## config.mk

```make
export PLATFORM = sky130hd
export DESIGN_NAME = hhs_ctrl
export DESIGN_NICKNAME = d
export VERILOG_FILES = /design/src/hhs_pkg.sv /design/src/hhs_ctrl.sv
export SDC_FILE = /design/constraint.sdc
export NUM_CORES = 1
export LEC_CHECK = 0
export BUFFER_PORTS_ARGS = -buffer_cell sky130_fd_sc_hd__buf_2
export CORE_MARGIN = 1
export CORE_UTILIZATION = 54
export CTS_CLUSTER_SIZE = 12
export DETAILED_ROUTE_END_ITERATION = 12
export GPL_TIMING_DRIVEN = 0
export HOLD_SLACK_MARGIN = 0.06
export PLACE_DENSITY = 0.82
export SYNTH_ARGS = -nofsm -noshare
export SYNTH_HDL_FRONTEND = slang
export SYNTH_SLANG_ARGS = --single-unit
```

## constraint.sdc

```tcl
create_clock -name aclk -period 2.4 [get_ports aclk]
set_input_delay 0.24 -clock aclk [delete_from_list [all_inputs] [get_ports aclk]]
set_output_delay 0.24 -clock aclk [all_outputs]
set_load 0.03 [all_outputs]
```

## src/hhs_pkg.sv

```systemverilog
`timescale 1ns / 1ps
// ----------------------------------------------------------------------------
// hhs_pkg
// Shared constants, status codes and the controller/datapath interface types.
// ----------------------------------------------------------------------------
package hhs_pkg;

    localparam int SLOTS     = 128;
    localparam int ADDR_W    = $clog2(SLOTS);
    localparam int MAX_HOP   = 32;
    localparam int POS_W     = $clog2(MAX_HOP);
    localparam int KEY_W     = 32;
    localparam int HOP_W     = 6;
    localparam int CNT_W     = ADDR_W + 1;
    localparam int MOVES_W   = 6;
    localparam int STATUS_W  = 3;
    localparam logic [HOP_W-1:0] HOP_RESET = HOP_W'(25);

    typedef enum logic [STATUS_W-1:0] {
        ST_INSERTED  = 3'd0,
        ST_DUPLICATE = 3'd1,
        ST_FULL      = 3'd2,
        ST_REMOVED   = 3'd3,
        ST_NOT_FOUND = 3'd4
    } res_status_t;

    typedef enum logic [4:0] {
        OP_NONE,
        OP_START,
        OP_SCAN_RD,
        OP_SCAN_NEXT,
        OP_RM_HIT,
        OP_SET_NF,
        OP_SET_DUP,
        OP_SET_FULL,
        OP_HOME_RD,
        OP_CH_START,
        OP_F_STEP,
        OP_CH_OK,
        OP_CH_FAIL,
        OP_CH_STEP,
        OP_S_RD,
        OP_S_STEP,
        OP_CH_PICK,
        OP_SAVE_L,
        OP_SAVE_R,
        OP_SET_FREE_F,
        OP_SET_FULL_MV,
        OP_PLACE,
        OP_HOP_RD,
        OP_HOP_WR,
        OP_OUT
    } dp_op_t;

    typedef struct packed {
        dp_op_t op;
        logic   ch_ltr;
        logic   ch_apply;
    } dp_cmd_t;

    typedef struct packed {
        logic func_rm;
        logic key_hit;
        logic scan_last;
        logic have_free;
        logic home_full;
        logic init_more;
        logic init_used;
        logic in_win;
        logic steps_full;
        logic s_eq_f;
        logic skip;
        logic ltr;
        logic apply;
        logic ch_ok;
        logic lok;
        logic rok;
        logic pick_rtl;
        logic out_free;
    } dp_flags_t;

endpackage

```

## src/hhs_ctrl.sv

```systemverilog
`timescale 1ns / 1ps
// ----------------------------------------------------------------------------
// hhs_ctrl
// Sequencer for scan, displacement chains, placement and hop word updates.
// ----------------------------------------------------------------------------
module hhs_ctrl (
    input  logic                aclk,
    input  logic                aresetn,
    input  logic                s_valid,
    output logic                s_ready,
    input  hhs_pkg::dp_flags_t  flags,
    output hhs_pkg::dp_cmd_t    cmd
);

    typedef enum logic [15:0] {
        S_IDLE     = 16'h0001,
        S_SCAN_RD  = 16'h0002,
        S_SCAN_CHK = 16'h0004,
        S_SCAN_END = 16'h0008,
        S_HOME_CHK = 16'h0010,
        S_CH_INIT  = 16'h0020,
        S_CH_LOOP  = 16'h0040,
        S_S_RD     = 16'h0080,
        S_S_CHK    = 16'h0100,
        S_CH_END   = 16'h0200,
        S_START_R  = 16'h0400,
        S_DECIDE   = 16'h0800,
        S_PLACE    = 16'h1000,
        S_HOP_RD   = 16'h2000,
        S_HOP_WR   = 16'h4000,
        S_DONE     = 16'h8000
    } state_t;

    state_t state_reg, state_next;
    state_t ret_reg, ret_next;

    always_ff @(posedge aclk) begin
        if (!aresetn) begin
            state_reg <= S_IDLE;
            ret_reg   <= S_IDLE;
        end else begin
            state_reg <= state_next;
            ret_reg   <= ret_next;
        end
    end

    assign s_ready = (state_reg == S_IDLE);

    always_comb begin
        state_next   = state_reg;
        ret_next     = ret_reg;
        cmd.op       = hhs_pkg::OP_NONE;
        cmd.ch_ltr   = 1'b1;
        cmd.ch_apply = 1'b0;
        unique case (state_reg)
            S_IDLE: begin
                if (s_valid) begin
                    cmd.op     = hhs_pkg::OP_START;
                    state_next = S_SCAN_RD;
                end
            end
            S_SCAN_RD: begin
                cmd.op     = hhs_pkg::OP_SCAN_RD;
                state_next = S_SCAN_CHK;
            end
            S_SCAN_CHK: begin
                priority if (flags.func_rm && flags.key_hit) begin
                    cmd.op     = hhs_pkg::OP_RM_HIT;
                    ret_next   = S_DONE;
                    state_next = S_HOP_RD;
                end else if (flags.func_rm && flags.scan_last) begin
                    cmd.op     = hhs_pkg::OP_SET_NF;
                    state_next = S_DONE;
                end else if (flags.func_rm) begin
                    cmd.op     = hhs_pkg::OP_SCAN_NEXT;
                    state_next = S_SCAN_RD;
                end else if (flags.key_hit) begin
                    cmd.op     = hhs_pkg::OP_SET_DUP;
                    state_next = S_DONE;
                end else begin
                    cmd.op     = hhs_pkg::OP_SCAN_NEXT;
                    state_next = flags.scan_last ? S_SCAN_END : S_SCAN_RD;
                end
            end
            S_SCAN_END: begin
                if (flags.have_free) begin
                    state_next = S_PLACE;
                end else begin
                    cmd.op     = hhs_pkg::OP_HOME_RD;
                    state_next = S_HOME_CHK;
                end
            end
            S_HOME_CHK: begin
                if (flags.home_full) begin
                    cmd.op     = hhs_pkg::OP_SET_FULL;
                    state_next = S_DONE;
                end else begin
                    cmd.op     = hhs_pkg::OP_CH_START;
                    state_next = S_CH_INIT;
                end
            end
            S_CH_INIT: begin
                priority if (flags.init_more) begin
                    cmd.op = hhs_pkg::OP_F_STEP;
                end else if (flags.init_used) begin
                    cmd.op     = hhs_pkg::OP_CH_FAIL;
                    state_next = S_CH_END;
                end else begin
                    state_next = S_CH_LOOP;
                end
            end
            S_CH_LOOP: begin
                priority if (flags.in_win) begin
                    cmd.op     = hhs_pkg::OP_CH_OK;
                    state_next = S_CH_END;
                end else if (flags.steps_full) begin
                    cmd.op     = hhs_pkg::OP_CH_FAIL;
                    state_next = S_CH_END;
                end else begin
                    cmd.op     = hhs_pkg::OP_CH_STEP;
                    state_next = S_S_RD;
                end
            end
            S_S_RD: begin
                if (flags.s_eq_f) begin
                    cmd.op     = hhs_pkg::OP_CH_FAIL;
                    state_next = S_CH_END;
                end else begin
                    cmd.op     = hhs_pkg::OP_S_RD;
                    state_next = S_S_CHK;
                end
            end
            S_S_CHK: begin
                if (flags.skip) begin
                    cmd.op     = hhs_pkg::OP_S_STEP;
                    state_next = S_S_RD;
                end else begin
                    cmd.op = hhs_pkg::OP_CH_PICK;
                    if (flags.apply) begin
                        ret_next   = S_CH_LOOP;
                        state_next = S_HOP_RD;
                    end else begin
                        state_next = S_CH_LOOP;
                    end
                end
            end
            S_CH_END: begin
                priority if (flags.apply && flags.ch_ok) begin
                    cmd.op     = hhs_pkg::OP_SET_FREE_F;
                    state_next = S_PLACE;
                end else if (flags.apply) begin
                    cmd.op     = hhs_pkg::OP_SET_FULL_MV;
                    state_next = S_DONE;
                end else if (flags.ltr) begin
                    cmd.op     = hhs_pkg::OP_SAVE_L;
                    state_next = S_START_R;
                end else begin
                    cmd.op     = hhs_pkg::OP_SAVE_R;
                    state_next = S_DECIDE;
                end
            end
            S_START_R: begin
                cmd.op     = hhs_pkg::OP_CH_START;
                cmd.ch_ltr = 1'b0;
                state_next = S_CH_INIT;
            end
            S_DECIDE: begin
                if (!flags.lok && !flags.rok) begin
                    cmd.op     = hhs_pkg::OP_SET_FULL;
                    state_next = S_DONE;
                end else begin
                    cmd.op       = hhs_pkg::OP_CH_START;
                    cmd.ch_ltr   = !flags.pick_rtl;
                    cmd.ch_apply = 1'b1;
                    state_next   = S_CH_INIT;
                end
            end
            S_PLACE: begin
                cmd.op     = hhs_pkg::OP_PLACE;
                ret_next   = S_DONE;
                state_next = S_HOP_RD;
            end
            S_HOP_RD: begin
                cmd.op     = hhs_pkg::OP_HOP_RD;
                state_next = S_HOP_WR;
            end
            S_HOP_WR: begin
                cmd.op     = hhs_pkg::OP_HOP_WR;
                state_next = ret_reg;
            end
            S_DONE: begin
                if (flags.out_free) begin
                    cmd.op     = hhs_pkg::OP_OUT;
                    state_next = S_IDLE;
                end
            end
            default: state_next = S_IDLE;
        endcase
    end

    a_accept_starts: assert property (@(posedge aclk) disable iff (!aresetn)
        s_valid && s_ready |=> state_reg == S_SCAN_RD)
        else $error("accepted beat did not start a scan");
    a_hop_return: assert property (@(posedge aclk) disable iff (!aresetn)
        state_reg == S_HOP_WR |-> (ret_reg == S_DONE || ret_reg == S_CH_LOOP))
        else $error("bad return after hop word update");

endmodule
```

==> results.sh, run 1 <==
export IMPL_status="finished with violations"
export IMPL_violations="setup timing"
export IMPL_drv_slew=0
export IMPL_skew_ns=0.00559
export IMPL_synth_top_family_by_area="simple AND/OR/NAND/NOR gates"
export IMPL_hold_depth=2
export IMPL_fp_row_count=18
export IMPL_grt_pass1_vias=1504
export IMPL_post_route_min_period_ns=2.48
export IMPL_vdd_drop_max_v=0.000567
export IMPL_leakage_uw=0.000855
export IMPL_grt_max_degree=11
export IMPL_n_antenna_cell=0
export IMPL_synth_mux_area_frac=0.00721
export IMPL_cts_tree="yes"
export IMPL_min_period_over_period=1.03
export IMPL_htreeDepth=1
export IMPL_cts_buffers=3
export IMPL_setup_viol=4
export IMPL_path_clk_slew_ns=0.11
export IMPL_dp_cells=244
export IMPL_portBuffers=27
export IMPL_required_ns=2.16
export IMPL_mostFrequentLayoutCells="buf_4 (29), nor2_1 (28), buf_2 (22), nand2_1 (20), a21oi_1 (11)"
export IMPL_die_y_um=52.7
export IMPL_grt_total_usage=0.338
export IMPL_drtIter0Drc=178
export IMPL_synth_warnings=0
export IMPL_clockBufferDepth=2
export IMPL_worstPathArrival_ns=2.24
export IMPL_startpoint_type="register"
export IMPL_dp_hpwl_mm=3.01
export IMPL_synthesis_area_um2=1390
export IMPL_grt_pass1_wl_mm=6.75
export IMPL_drtPass1Iterations=5
export IMPL_syn_instance_count=187
export IMPL_drt_wl_total_mm=5.11
export IMPL_synth_simple_gate_area_frac=0.465
export IMPL_synthesis_nets=208
export IMPL_final_common_cell="buf_4"
export IMPL_end_kind="primary output"
export IMPL_wl_per_cell_um=18.9
export IMPL_utilization=0.790
export IMPL_min_path_type="input port to register"
export IMPL_gp_congestion=0.951
export IMPL_ys_seq_area_frac=0.274
export IMPL_maxCapViolations=0
export IMPL_dp_slack_ns=-0.130
export IMPL_drc=0
export IMPL_path_max_fanout=5
export IMPL_die_area_um2=2780
export IMPL_largest_reg_flops=16
export IMPL_setup_slack_ns=-0.0775
export IMPL_synth_fa_ha_area_frac=0
export IMPL_slew_headroom=0.680
export IMPL_yosysUniqueCellTypes=49
export IMPL_stdcell_count=271
export IMPL_final_nets=263
export IMPL_syn_area_per_cell_um2=7.42
export IMPL_fmax_mhz=404
export IMPL_rsz0062_at_grt="true"
export IMPL_start_util=0.565
export IMPL_drive_above_1_share=0.402
export IMPL_p_per_area_nw_per_um2=502
export IMPL_core_area_um2=2450
export IMPL_synth_compound_area_frac=0.184
export IMPL_synthArstFlopShare=0
export IMPL_viasPerCell=6.70
export IMPL_cts_sinks=19
export IMPL_synthFlopType="dfxtp_1"
export IMPL_num_vias=1816
export IMPL_die_width_um=52.7
export IMPL_area_growth_pct=39.8
export IMPL_clock_latency_ns=0.30
export IMPL_hold_violations=0
export IMPL_ant_nets=0
export IMPL_worst_pin_slew_ns=0.473
export IMPL_worstSetupPathType="register to primary output"
export IMPL_io_pins=29
export IMPL_synth_edf_count=0
export IMPL_gr_total_overflow=0
export IMPL_cts_root_buffer="clkbuf_4"
export IMPL_r2r_cells=8
export IMPL_antenna_found_initial=0
export IMPL_ys_ff_latch=19
export IMPL_synth_xor_area_frac=0.0252
## Yosys cell counts (3+ instances only)
library cell,n,share of area
a21oi_1,12,0.043
and3_1,5,0.023
buf_2,4,0.014
dfxtp_1,19,0.27
inv_1,6,0.016
nand2_1,21,0.057
nand2b_1,6,0.027
nand3_1,7,0.025
nand4b_1,5,0.032
nor2_1,31,0.084
nor2b_1,4,0.018
nor3_1,6,0.022
nor4_2,3,0.027
nor4b_1,3,0.019
o211ai_1,3,0.016
o21ai_0,7,0.025
## metrics by stage
step | instance area [µm²] | hold WS, ns | TNS [ns] | total power, µW
2_1_floorplan | 1390 | 0.312 | 0 | 621
3_3_place_gp | 1560 | 0.437 | -0.179 | 699
3_5_place_dp | 1560 | 0.435 | -0.302 | 713
4_1_cts | 1860 | 0.107 | -0.0454 | 936
5_1_grt | 1940 | 0.108 | -0.352 | 1020
6_report | 1940 | 0.111 | -0.193 | 973
## cell families after synthesis
family                    after synthesis
and+or+nand+nor                       111
AOI/OAI and AO/OA                      39
DFF                                    19
buffers and inverters                  13
xor gates and xnor gates                4
muxes                                   1
## worst paths after layout
kind,from,endpoint,slack (ns)
max,state_reg[12]$_SDFFE_PN0P_,cmd[2],-0.08
min,flags[14],state_reg[4]$_SDFFE_PN0P_,0.11
max reg2reg,state_reg[8]$_SDFFE_PN0P_,state_reg[0]$_SDFFE_PN1P_,0.34
min reg2reg,ret_reg[6]$_SDFFE_PN0P_,ret_reg[6]$_SDFFE_PN0P_,0.46
## worst max-delay path, cell delays in order (launching register included)
cell,delay [ns]
dfxtp_4,0.38
nor4_4,0.30
buf_4,0.19
nand4_1,0.25
or2_4,0.34
nor2_2,0.13
a2111oi_2,0.07
nand2_1,0.12
buf_6,0.15
## layout make-up
cell class,instances,area [µm²]
multi-input combinational,155,1050
timing repair buffer,55,369
clock buffer,4,26.3
buffer,1,3.75
tap,30,37.5
fill,150,515
sequential,19,425
inverter,7,26.3
## where the power goes
group	switching [µW]	leakage, µW	total, µW	internal [µW]
clock	96.1	0.0000150	161	64.8
sequential	24.6	0.000164	356	331
combinational	265	0.000676	456	191
total	385	0.000855	973	587
## metal layers
layer | vias to the layer above | wire length (µm) | share of wire | GRT usage
li1 | 798 | - | - | -
met1 | 809 | 1920 | 0.38 | 0.457
met2 | 169 | 2310 | 0.45 | 0.534
met3 | 40 | 603 | 0.12 | 0.0435
met4 | 0 | 276 | 0.054 | 0.136
met5 | - | 0 | 0 | 0
## what timing repair did
action	CTS	global route
hold buffers	0	0
resized for setup	41	23
endpoints found under the setup margin	8	5
setup buffers	22	7
pin swaps	11	10
endpoints found under the hold margin	0	0
Power figures use the tool's default switching activity.
==> run 2, diff against run 1 <==
--- a/config.mk
+++ b/config.mk
@@ -5,6 +5,7 @@
 export SDC_FILE = /design/constraint.sdc
 export NUM_CORES = 1
 export LEC_CHECK = 0
+export ABC_AREA = 1
 export BUFFER_PORTS_ARGS = -buffer_cell sky130_fd_sc_hd__buf_2
 export CORE_MARGIN = 1
 export CORE_UTILIZATION = 54
==> run 2 against run 1 <==
  * The run now ends clean
  * Final cell count increased by 6.3%
  * Largest power group is now registers
  * Area after synthesis is 1.7% lower
  * Critical path type unchanged
  * Global-route usage fell by 5.9 points
==> results.sh, run 2 <==
export IMPL_drc=0
export IMPL_drt_wl_total_mm=3.39
export IMPL_cts_setup_buffers=0
export IMPL_stdcell_count=288
export IMPL_fp_row_count=17
export IMPL_p_int_uw=504
export IMPL_syn_instance_count=228
export IMPL_worst_pin_slew_ns=0.469
export IMPL_worstPathCellList="nor2_2 -> nand2_2 -> nor2_4 -> buf_6 -> nand2_2 -> nor3b_2 -> nor3_1 -> nand3_1 -> buf_2"
export IMPL_setup_viol=0
export IMPL_required_ns=2.16
export IMPL_synth_commonest_cells="nor2_1 (51), nand2_1 (48), inv_1 (23), dfxtp_1 (19), nand3_1 (18)"
export IMPL_grt_pass1_wl_mm=5.53
export IMPL_slowest_delay_ns=0.35
export IMPL_drtIter0Drc=54
export IMPL_crit_buf_inv=2
export IMPL_utilization=0.684
export IMPL_p_per_area_nw_per_um2=538
export IMPL_leakage_uw=0.000822
export IMPL_area_growth_pct=15.2
export IMPL_synth_xor_area_frac=0
export IMPL_clock_latency_ns=0.31
export IMPL_start_util=0.594
export IMPL_wl_per_cell_um=11.8
export IMPL_synthesis_area_um2=1360
export IMPL_grt_pass1_vias=1365
export IMPL_final_setup_tns_ns=0
export IMPL_gp_congestion=0.938
export IMPL_grt_max_degree=13
export IMPL_antenna_found_initial=0
export IMPL_rsz0062_at_grt="false"
export IMPL_synthFlopType="dfxtp_1"
export IMPL_p_seq_frac=0.407
export IMPL_cts_tree="yes"
export IMPL_path_max_fanout=10
export IMPL_portBuffers=28
export IMPL_n_antenna_cell=0
export IMPL_synth_fa_ha_area_frac=0
export IMPL_dp_cells=284
export IMPL_drive_above_1_share=0.238
export IMPL_ant_nets=0
export IMPL_hold_violations=0
export IMPL_mostFrequentLayoutCells="nor2_1 (50), nand2_1 (48), buf_2 (28), inv_1 (23), dfxtp_1 (19)"
export IMPL_slew_headroom=0.687
export IMPL_htreeDepth=1
export IMPL_skew_ns=0.00512
export IMPL_maxCapViolations=0
export IMPL_synth_simple_gate_area_frac=0.514
export IMPL_synthesis_nets=249
export IMPL_die_width_um=52.3
export IMPL_viasPerCell=5.25
export IMPL_cts_sinks=19
export IMPL_ys_seq_area_frac=0.279
export IMPL_worstSetupPathType="register to primary output"
export IMPL_post_route_min_period_ns=2.26
export IMPL_synthArstFlopShare=0
export IMPL_synth_most_common_cell="nor2_1"
export IMPL_comb_power_share=0.390
export IMPL_die_area_um2=2730
export IMPL_crit_family="simple AND/OR/NAND/NOR gates"
export IMPL_clkPwrFrac=0.204
export IMPL_io_pins=29
export IMPL_fmax_mhz=443
export IMPL_slowest_stage="dfxtp_1"
export IMPL_syn_area_per_cell_um2=5.98
export IMPL_yosysUniqueCellTypes=28
export IMPL_clockBufferDepth=2
export IMPL_final_nets=282
export IMPL_largest_reg_flops=16
export IMPL_core_area_um2=2300
export IMPL_end_kind="primary output"
export IMPL_dp_slack_ns=0.505
export IMPL_synthTopCellsByArea="dfxtp_1 (28%), nor2_1 (14%), nand2_1 (13%)"
export IMPL_cts_root_buffer="clkbuf_4"
export IMPL_num_vias=1512
export IMPL_drv_slew=0
export IMPL_synth_compound_area_frac=0.111
export IMPL_synth_warnings=0
export IMPL_final_common_cell="nor2_1"
export IMPL_synth_top_family_by_area="simple AND/OR/NAND/NOR gates"
export IMPL_cts_buffers=3
export IMPL_die_y_um=52.3
export IMPL_min_path_type="input port to register"
export IMPL_startpoint_type="register"
export IMPL_grt_total_usage=0.279
export IMPL_power_uw=846
export IMPL_ctsResizeCount=0
export IMPL_vdd_drop_max_v=0.000524
export IMPL_worstPathArrival_ns=2.02
export IMPL_setup_slack_ns=0.142
export IMPL_ys_ff_latch=19
export IMPL_path_clk_slew_ns=0.12
export IMPL_synth_top_cell_area_share=0.279
export IMPL_postCtsHoldBufs=0
export IMPL_min_period_over_period=0.941
export IMPL_synth_mux_area_frac=0
export IMPL_p_switching_uw=341
export IMPL_drtPass1Iterations=4
export IMPL_gr_total_overflow=0
export IMPL_yosys_area_top_type="dfxtp_1"
export IMPL_switching_share=0.404
export IMPL_status="complete, no violations"
export IMPL_fillers=238
export IMPL_synth_edf_count=0
export IMPL_cp_common_cell="nand2_2"
export IMPL_dp_hpwl_mm=2.81
export IMPL_reg2reg_slack_ns=0.72
run 2: cell types whose count changed in the layout (fill, tap and decap cells not counted), sizes merged, moves of 5 or more:
cell,delta
nor2,+29
nand3,+10
nor4,-6
nand2,+37
nand4b,-5
inv,+22
buf,-24
nand2b,-6
and3,-6
a21oi,-5
run 2: layer usage:
| layer | vias up | track usage | wire (µm) |
|---|---|---|---|
| li1 | 804 | - | - |
| met1 | 641 | 0.373 | 1510 |
| met2 | 63 | 0.466 | 1550 |
| met3 | 4 | 0.0377 | 293 |
| met4 | 0 | 0.0789 | 32 |
| met5 | - | 0 | 0 |
run 2: final timing paths:
kind,from,to,cells after the start
worst min-delay path,flags[6],state_reg[11]$_SDFFE_PN0P_,2
worst max-delay path,state_reg[4]$_SDFFE_PN0P_,cmd[3],9
worst max register to register,state_reg[4]$_SDFFE_PN0P_,state_reg[0]$_SDFFE_PN1P_,13
worst min register to register,ret_reg[0]$_SDFFE_PN1P_,ret_reg[0]$_SDFFE_PN1P_,2
run 2: worst register-to-register path, cell delays in order (launching register included):
cell	delay [ns]
dfxtp_1	0.35
nor2_2	0.17
nand2_2	0.13
nor2_4	0.17
buf_6	0.16
nand2_1	0.07
nand2_1	0.08
inv_1	0.07
nand2_1	0.07
nor2_1	0.04
nand2_1	0.07
nand3_1	0.07
nand2_1	0.08
nand2_1	0.05
run 2: layout make-up:
type | instances | area, µm² | share of cell area
clock inverter | 1 | 7.51 | 0.00478
clock buffer | 3 | 22.5 | 0.0143
inverter | 28 | 105 | 0.0669
sequential | 19 | 380 | 0.242
timing repair buffer | 28 | 140 | 0.0892
multi-input combinational | 178 | 855 | 0.544
tap | 28 | 35.0 | 0.0223
buffer | 3 | 26.3 | 0.0167
run 2: logic make-up (layout without fill, tap and decap cells):
group	after synthesis	count (layout)
compound gates	25	25
flops	19	19
simple gates	153	153
buf+inv	31	63
run 2: power groups by stage:
stage                     Clock (µW)  Sequential, µW  Combinational (µW)
after floorplan                    0             350                 241
after global placement             0             351                 325
after detailed placement           0             351                 325
after CTS                        172             344                 327
after global routing             189             348                 363
final                            172             344                 329
run 2: through the flow:
stage / hold slack, ns / instance area, µm²
after global routing: 0.112 / 1570
after CTS: 0.111 / 1570
after global placement: 0.431 / 1540
final: 0.106 / 1570
after detailed placement: 0.435 / 1540
after floorplan: 0.309 / 1360
==> run 3, diff against run 2 <==
--- a/config.mk
+++ b/config.mk
@@ -8,12 +8,12 @@
 export ABC_AREA = 1
 export BUFFER_PORTS_ARGS = -buffer_cell sky130_fd_sc_hd__buf_2
 export CORE_MARGIN = 1
-export CORE_UTILIZATION = 54
+export CORE_UTILIZATION = 49
 export CTS_CLUSTER_SIZE = 12
 export DETAILED_ROUTE_END_ITERATION = 12
 export GPL_TIMING_DRIVEN = 0
 export HOLD_SLACK_MARGIN = 0.06
-export PLACE_DENSITY = 0.82
+export PLACE_DENSITY = 0.79
 export SYNTH_ARGS = -nofsm -noshare
 export SYNTH_HDL_FRONTEND = slang
 export SYNTH_SLANG_ARGS = --single-unit
==> constraint.sdc (replaced) <==
create_clock -name aclk -period 1.9 [get_ports aclk]
set_input_delay 0.19 -clock aclk [delete_from_list [all_inputs] [get_ports aclk]]
set_output_delay 0.19 -clock aclk [all_outputs]
set_load 0.03 [all_outputs]
==> run 3 against run 2 <==
  * The flow now finishes with violations (setup timing)
  * Non-clock buffer count rose by 30
  * Final cell count rose by 11%
  * Register-to-register slack got worse by 0.65 ns
  * Total power rose by 60%
  * Clock skew rose by 0.0011 ns
  * Via count rose by 23%
  * First-iteration DRC count rose by 93%
  * Combinational power rose by 110%
  * Sequential power rose by 30%
  * Clock-buffer cell count rose by 1
  * Global-route usage rose by 0.95 points
  * Critical path type unchanged
  * Critical endpoint is now cmd[6]
  * Largest cell class unchanged
==> results.sh, run 3 (synthesis results as in run 2) <==
export IMPL_setup_slack_ns=-0.182
export IMPL_worstPathArrival_ns=1.89
export IMPL_clock_latency_ns=0.32
export IMPL_wl_per_cell_um=15.3
export IMPL_mostFrequentLayoutCells="nor2_1 (41), nand2_1 (39), buf_4 (26), buf_2 (24), inv_1 (22)"
export IMPL_grt_max_degree=11
export IMPL_worstPathCellList="nor2_4 -> nand2_4 -> nor2_4 -> buf_2 -> nand2_2 -> nand2_2 -> a21oi_1 -> o2111ai_1 -> buf_4"
export IMPL_drt_wl_total_mm=4.88
export IMPL_die_area_um2=3000
export IMPL_leakage_uw=0.00103
export IMPL_multiInputGateArea_um2=1000
export IMPL_p_per_area_nw_per_um2=671
export IMPL_final_setup_tns_ns=-0.842
export IMPL_cts_sinks=19
export IMPL_seqCellArea_um2=407
export IMPL_n_antenna_cell=0
export IMPL_area_growth_pct=47.3
export IMPL_drtIter0Drc=104
export IMPL_rsz0062_at_grt="true"
export IMPL_worstSetupPathType="register to primary output"
export IMPL_p_int_uw=787
export IMPL_slowest_stage="dfxtp_2"
export IMPL_final_nets=312
export IMPL_portBuffers=28
export IMPL_violations="setup timing"
export IMPL_min_period_over_period=1.10
export IMPL_fillers=187
export IMPL_p_switching_uw=562
export IMPL_largest_reg_flops=16
export IMPL_final_common_cell="nor2_1"
export IMPL_required_ns=1.71
export IMPL_cts_root_buffer="clkbuf_4"
export IMPL_path_max_fanout=5
export IMPL_maxCapViolations=0
export IMPL_fp_row_count=18
export IMPL_drv_slew=0
export IMPL_antenna_found_initial=0
export IMPL_ant_nets=0
export IMPL_drive_above_1_share=0.445
export IMPL_design_area_um2=2010
export IMPL_grt_pass1_vias=1489
export IMPL_start_util=0.536
export IMPL_worst_pin_slew_ns=0.559
export IMPL_dp_hpwl_mm=2.78
export IMPL_crit_family="simple AND/OR/NAND/NOR gates"
export IMPL_setup_viol=5
export IMPL_clkPwrFrac=0.163
export IMPL_post_route_min_period_ns=2.08
export IMPL_switching_share=0.416
export IMPL_p_seq_frac=0.332
export IMPL_die_y_um=54.8
export IMPL_crit_buf_inv=2
export IMPL_gr_total_overflow=0
export IMPL_drc=0
export IMPL_die_width_um=54.8
export IMPL_startpoint_type="register"
export IMPL_viasPerCell=5.80
export IMPL_slowest_delay_ns=0.39
export IMPL_placed_area_um2=1540
export IMPL_end_kind="primary output"
export IMPL_min_path_type="input port to register"
export IMPL_slew_headroom=0.627
export IMPL_skew_ns=0.00627
export IMPL_hold_violations=0
export IMPL_cts_tree="yes"
export IMPL_utilization=0.790
export IMPL_path_clk_slew_ns=0.11
export IMPL_num_vias=1855
export IMPL_htreeDepth=1
export IMPL_grt_pass1_wl_mm=6.02
export IMPL_core_area_um2=2540
export IMPL_drtPass1Iterations=5
export IMPL_io_pins=29
export IMPL_grt_total_usage=0.288
export IMPL_fmax_mhz=480
export IMPL_vdd_drop_max_v=0.000955
export IMPL_comb_power_share=0.506
export IMPL_status="finished with violations"
export IMPL_clockBufferDepth=2
export IMPL_gp_congestion=0.909
export IMPL_cts_buffers=3
-- run 3: cell count changes in the layout (fill, tap and decap cells not counted), sizes merged --
cell / delta
buf: +28
dlygate4sd3: +2
clkbuf: +1
clkinvlp: -1
-- run 3: worst reg2reg max path: cells and delay by family, from the launching register on --
family / cells / cell delay (ns)
compound gates: 2 / 0.25
simple gates: 6 / 0.61
flops: 1 / 0.36
buf+inv: 4 / 0.47
-- run 3: repair_timing --
action                                  4_1_cts  5_1_grt
hold endpoints to repair                      2        0
endpoints found under the setup margin        5        7
gates cloned                                  1        1
setup buffers                                18        8
hold buffers                                  2        0
gates resized for setup                      22       52
pin swaps                                    14       21
-- run 3: final timing paths --
check                                          startpoint                  endpoint  slack, ns  cells after the start
worst max-delay path            state_reg[0]$_SDFFE_PN1P_                    cmd[6]      -0.18                      9
worst min-delay path                              aresetn   ret_reg[0]$_SDFFE_PN1P_       0.06                      2
worst max register to register  state_reg[0]$_SDFFE_PN1P_  ret_reg[15]$_SDFFE_PN0P_       0.07                     12
worst min register to register    ret_reg[0]$_SDFFE_PN1P_   ret_reg[0]$_SDFFE_PN1P_       0.46                      2
-- run 3: per-stage QoR --
stage / hold slack [ns] / setup slack, ns / power, µW / cells
after global routing: 0.0584 / -0.279 / 1400 / 320
after floorplan: 0.259 / 0.205 / 746 / 228
final: 0.0634 / -0.182 / 1350 / 320
after CTS: 0.0612 / -0.147 / 1210 / 311
after global placement: 0.393 / 0.0771 / 855 / 286
after detailed placement: 0.390 / 0.0746 / 859 / 286
-- run 3: routing by layer --
metal	wire length (µm)	up-vias	GRT usage
met2	2240	142	0.482
met1	1850	809	0.363
met4	258	0	0.145
li1	-	866	-
met5	0	-	0
met3	533	38	0.0278
-- run 3: final cells by class --
class / count / area share
multi-input combinational: 178 / 0.500
sequential: 19 / 0.202
buffer: 3 / 0.0131
timing repair buffer: 58 / 0.200
inverter: 28 / 0.0523
clock buffer: 4 / 0.0131
tap: 30 / 0.0187
-- run 3: power groups by stage --
stage / sequential (µW) / combinational [µW] / clock (µW)
final: 447 / 683 / 219
after global routing: 448 / 711 / 244
after CTS: 446 / 542 / 220
after detailed placement: 444 / 415 / 0
after global placement: 443 / 412 / 0
after floorplan: 442 / 304 / 0
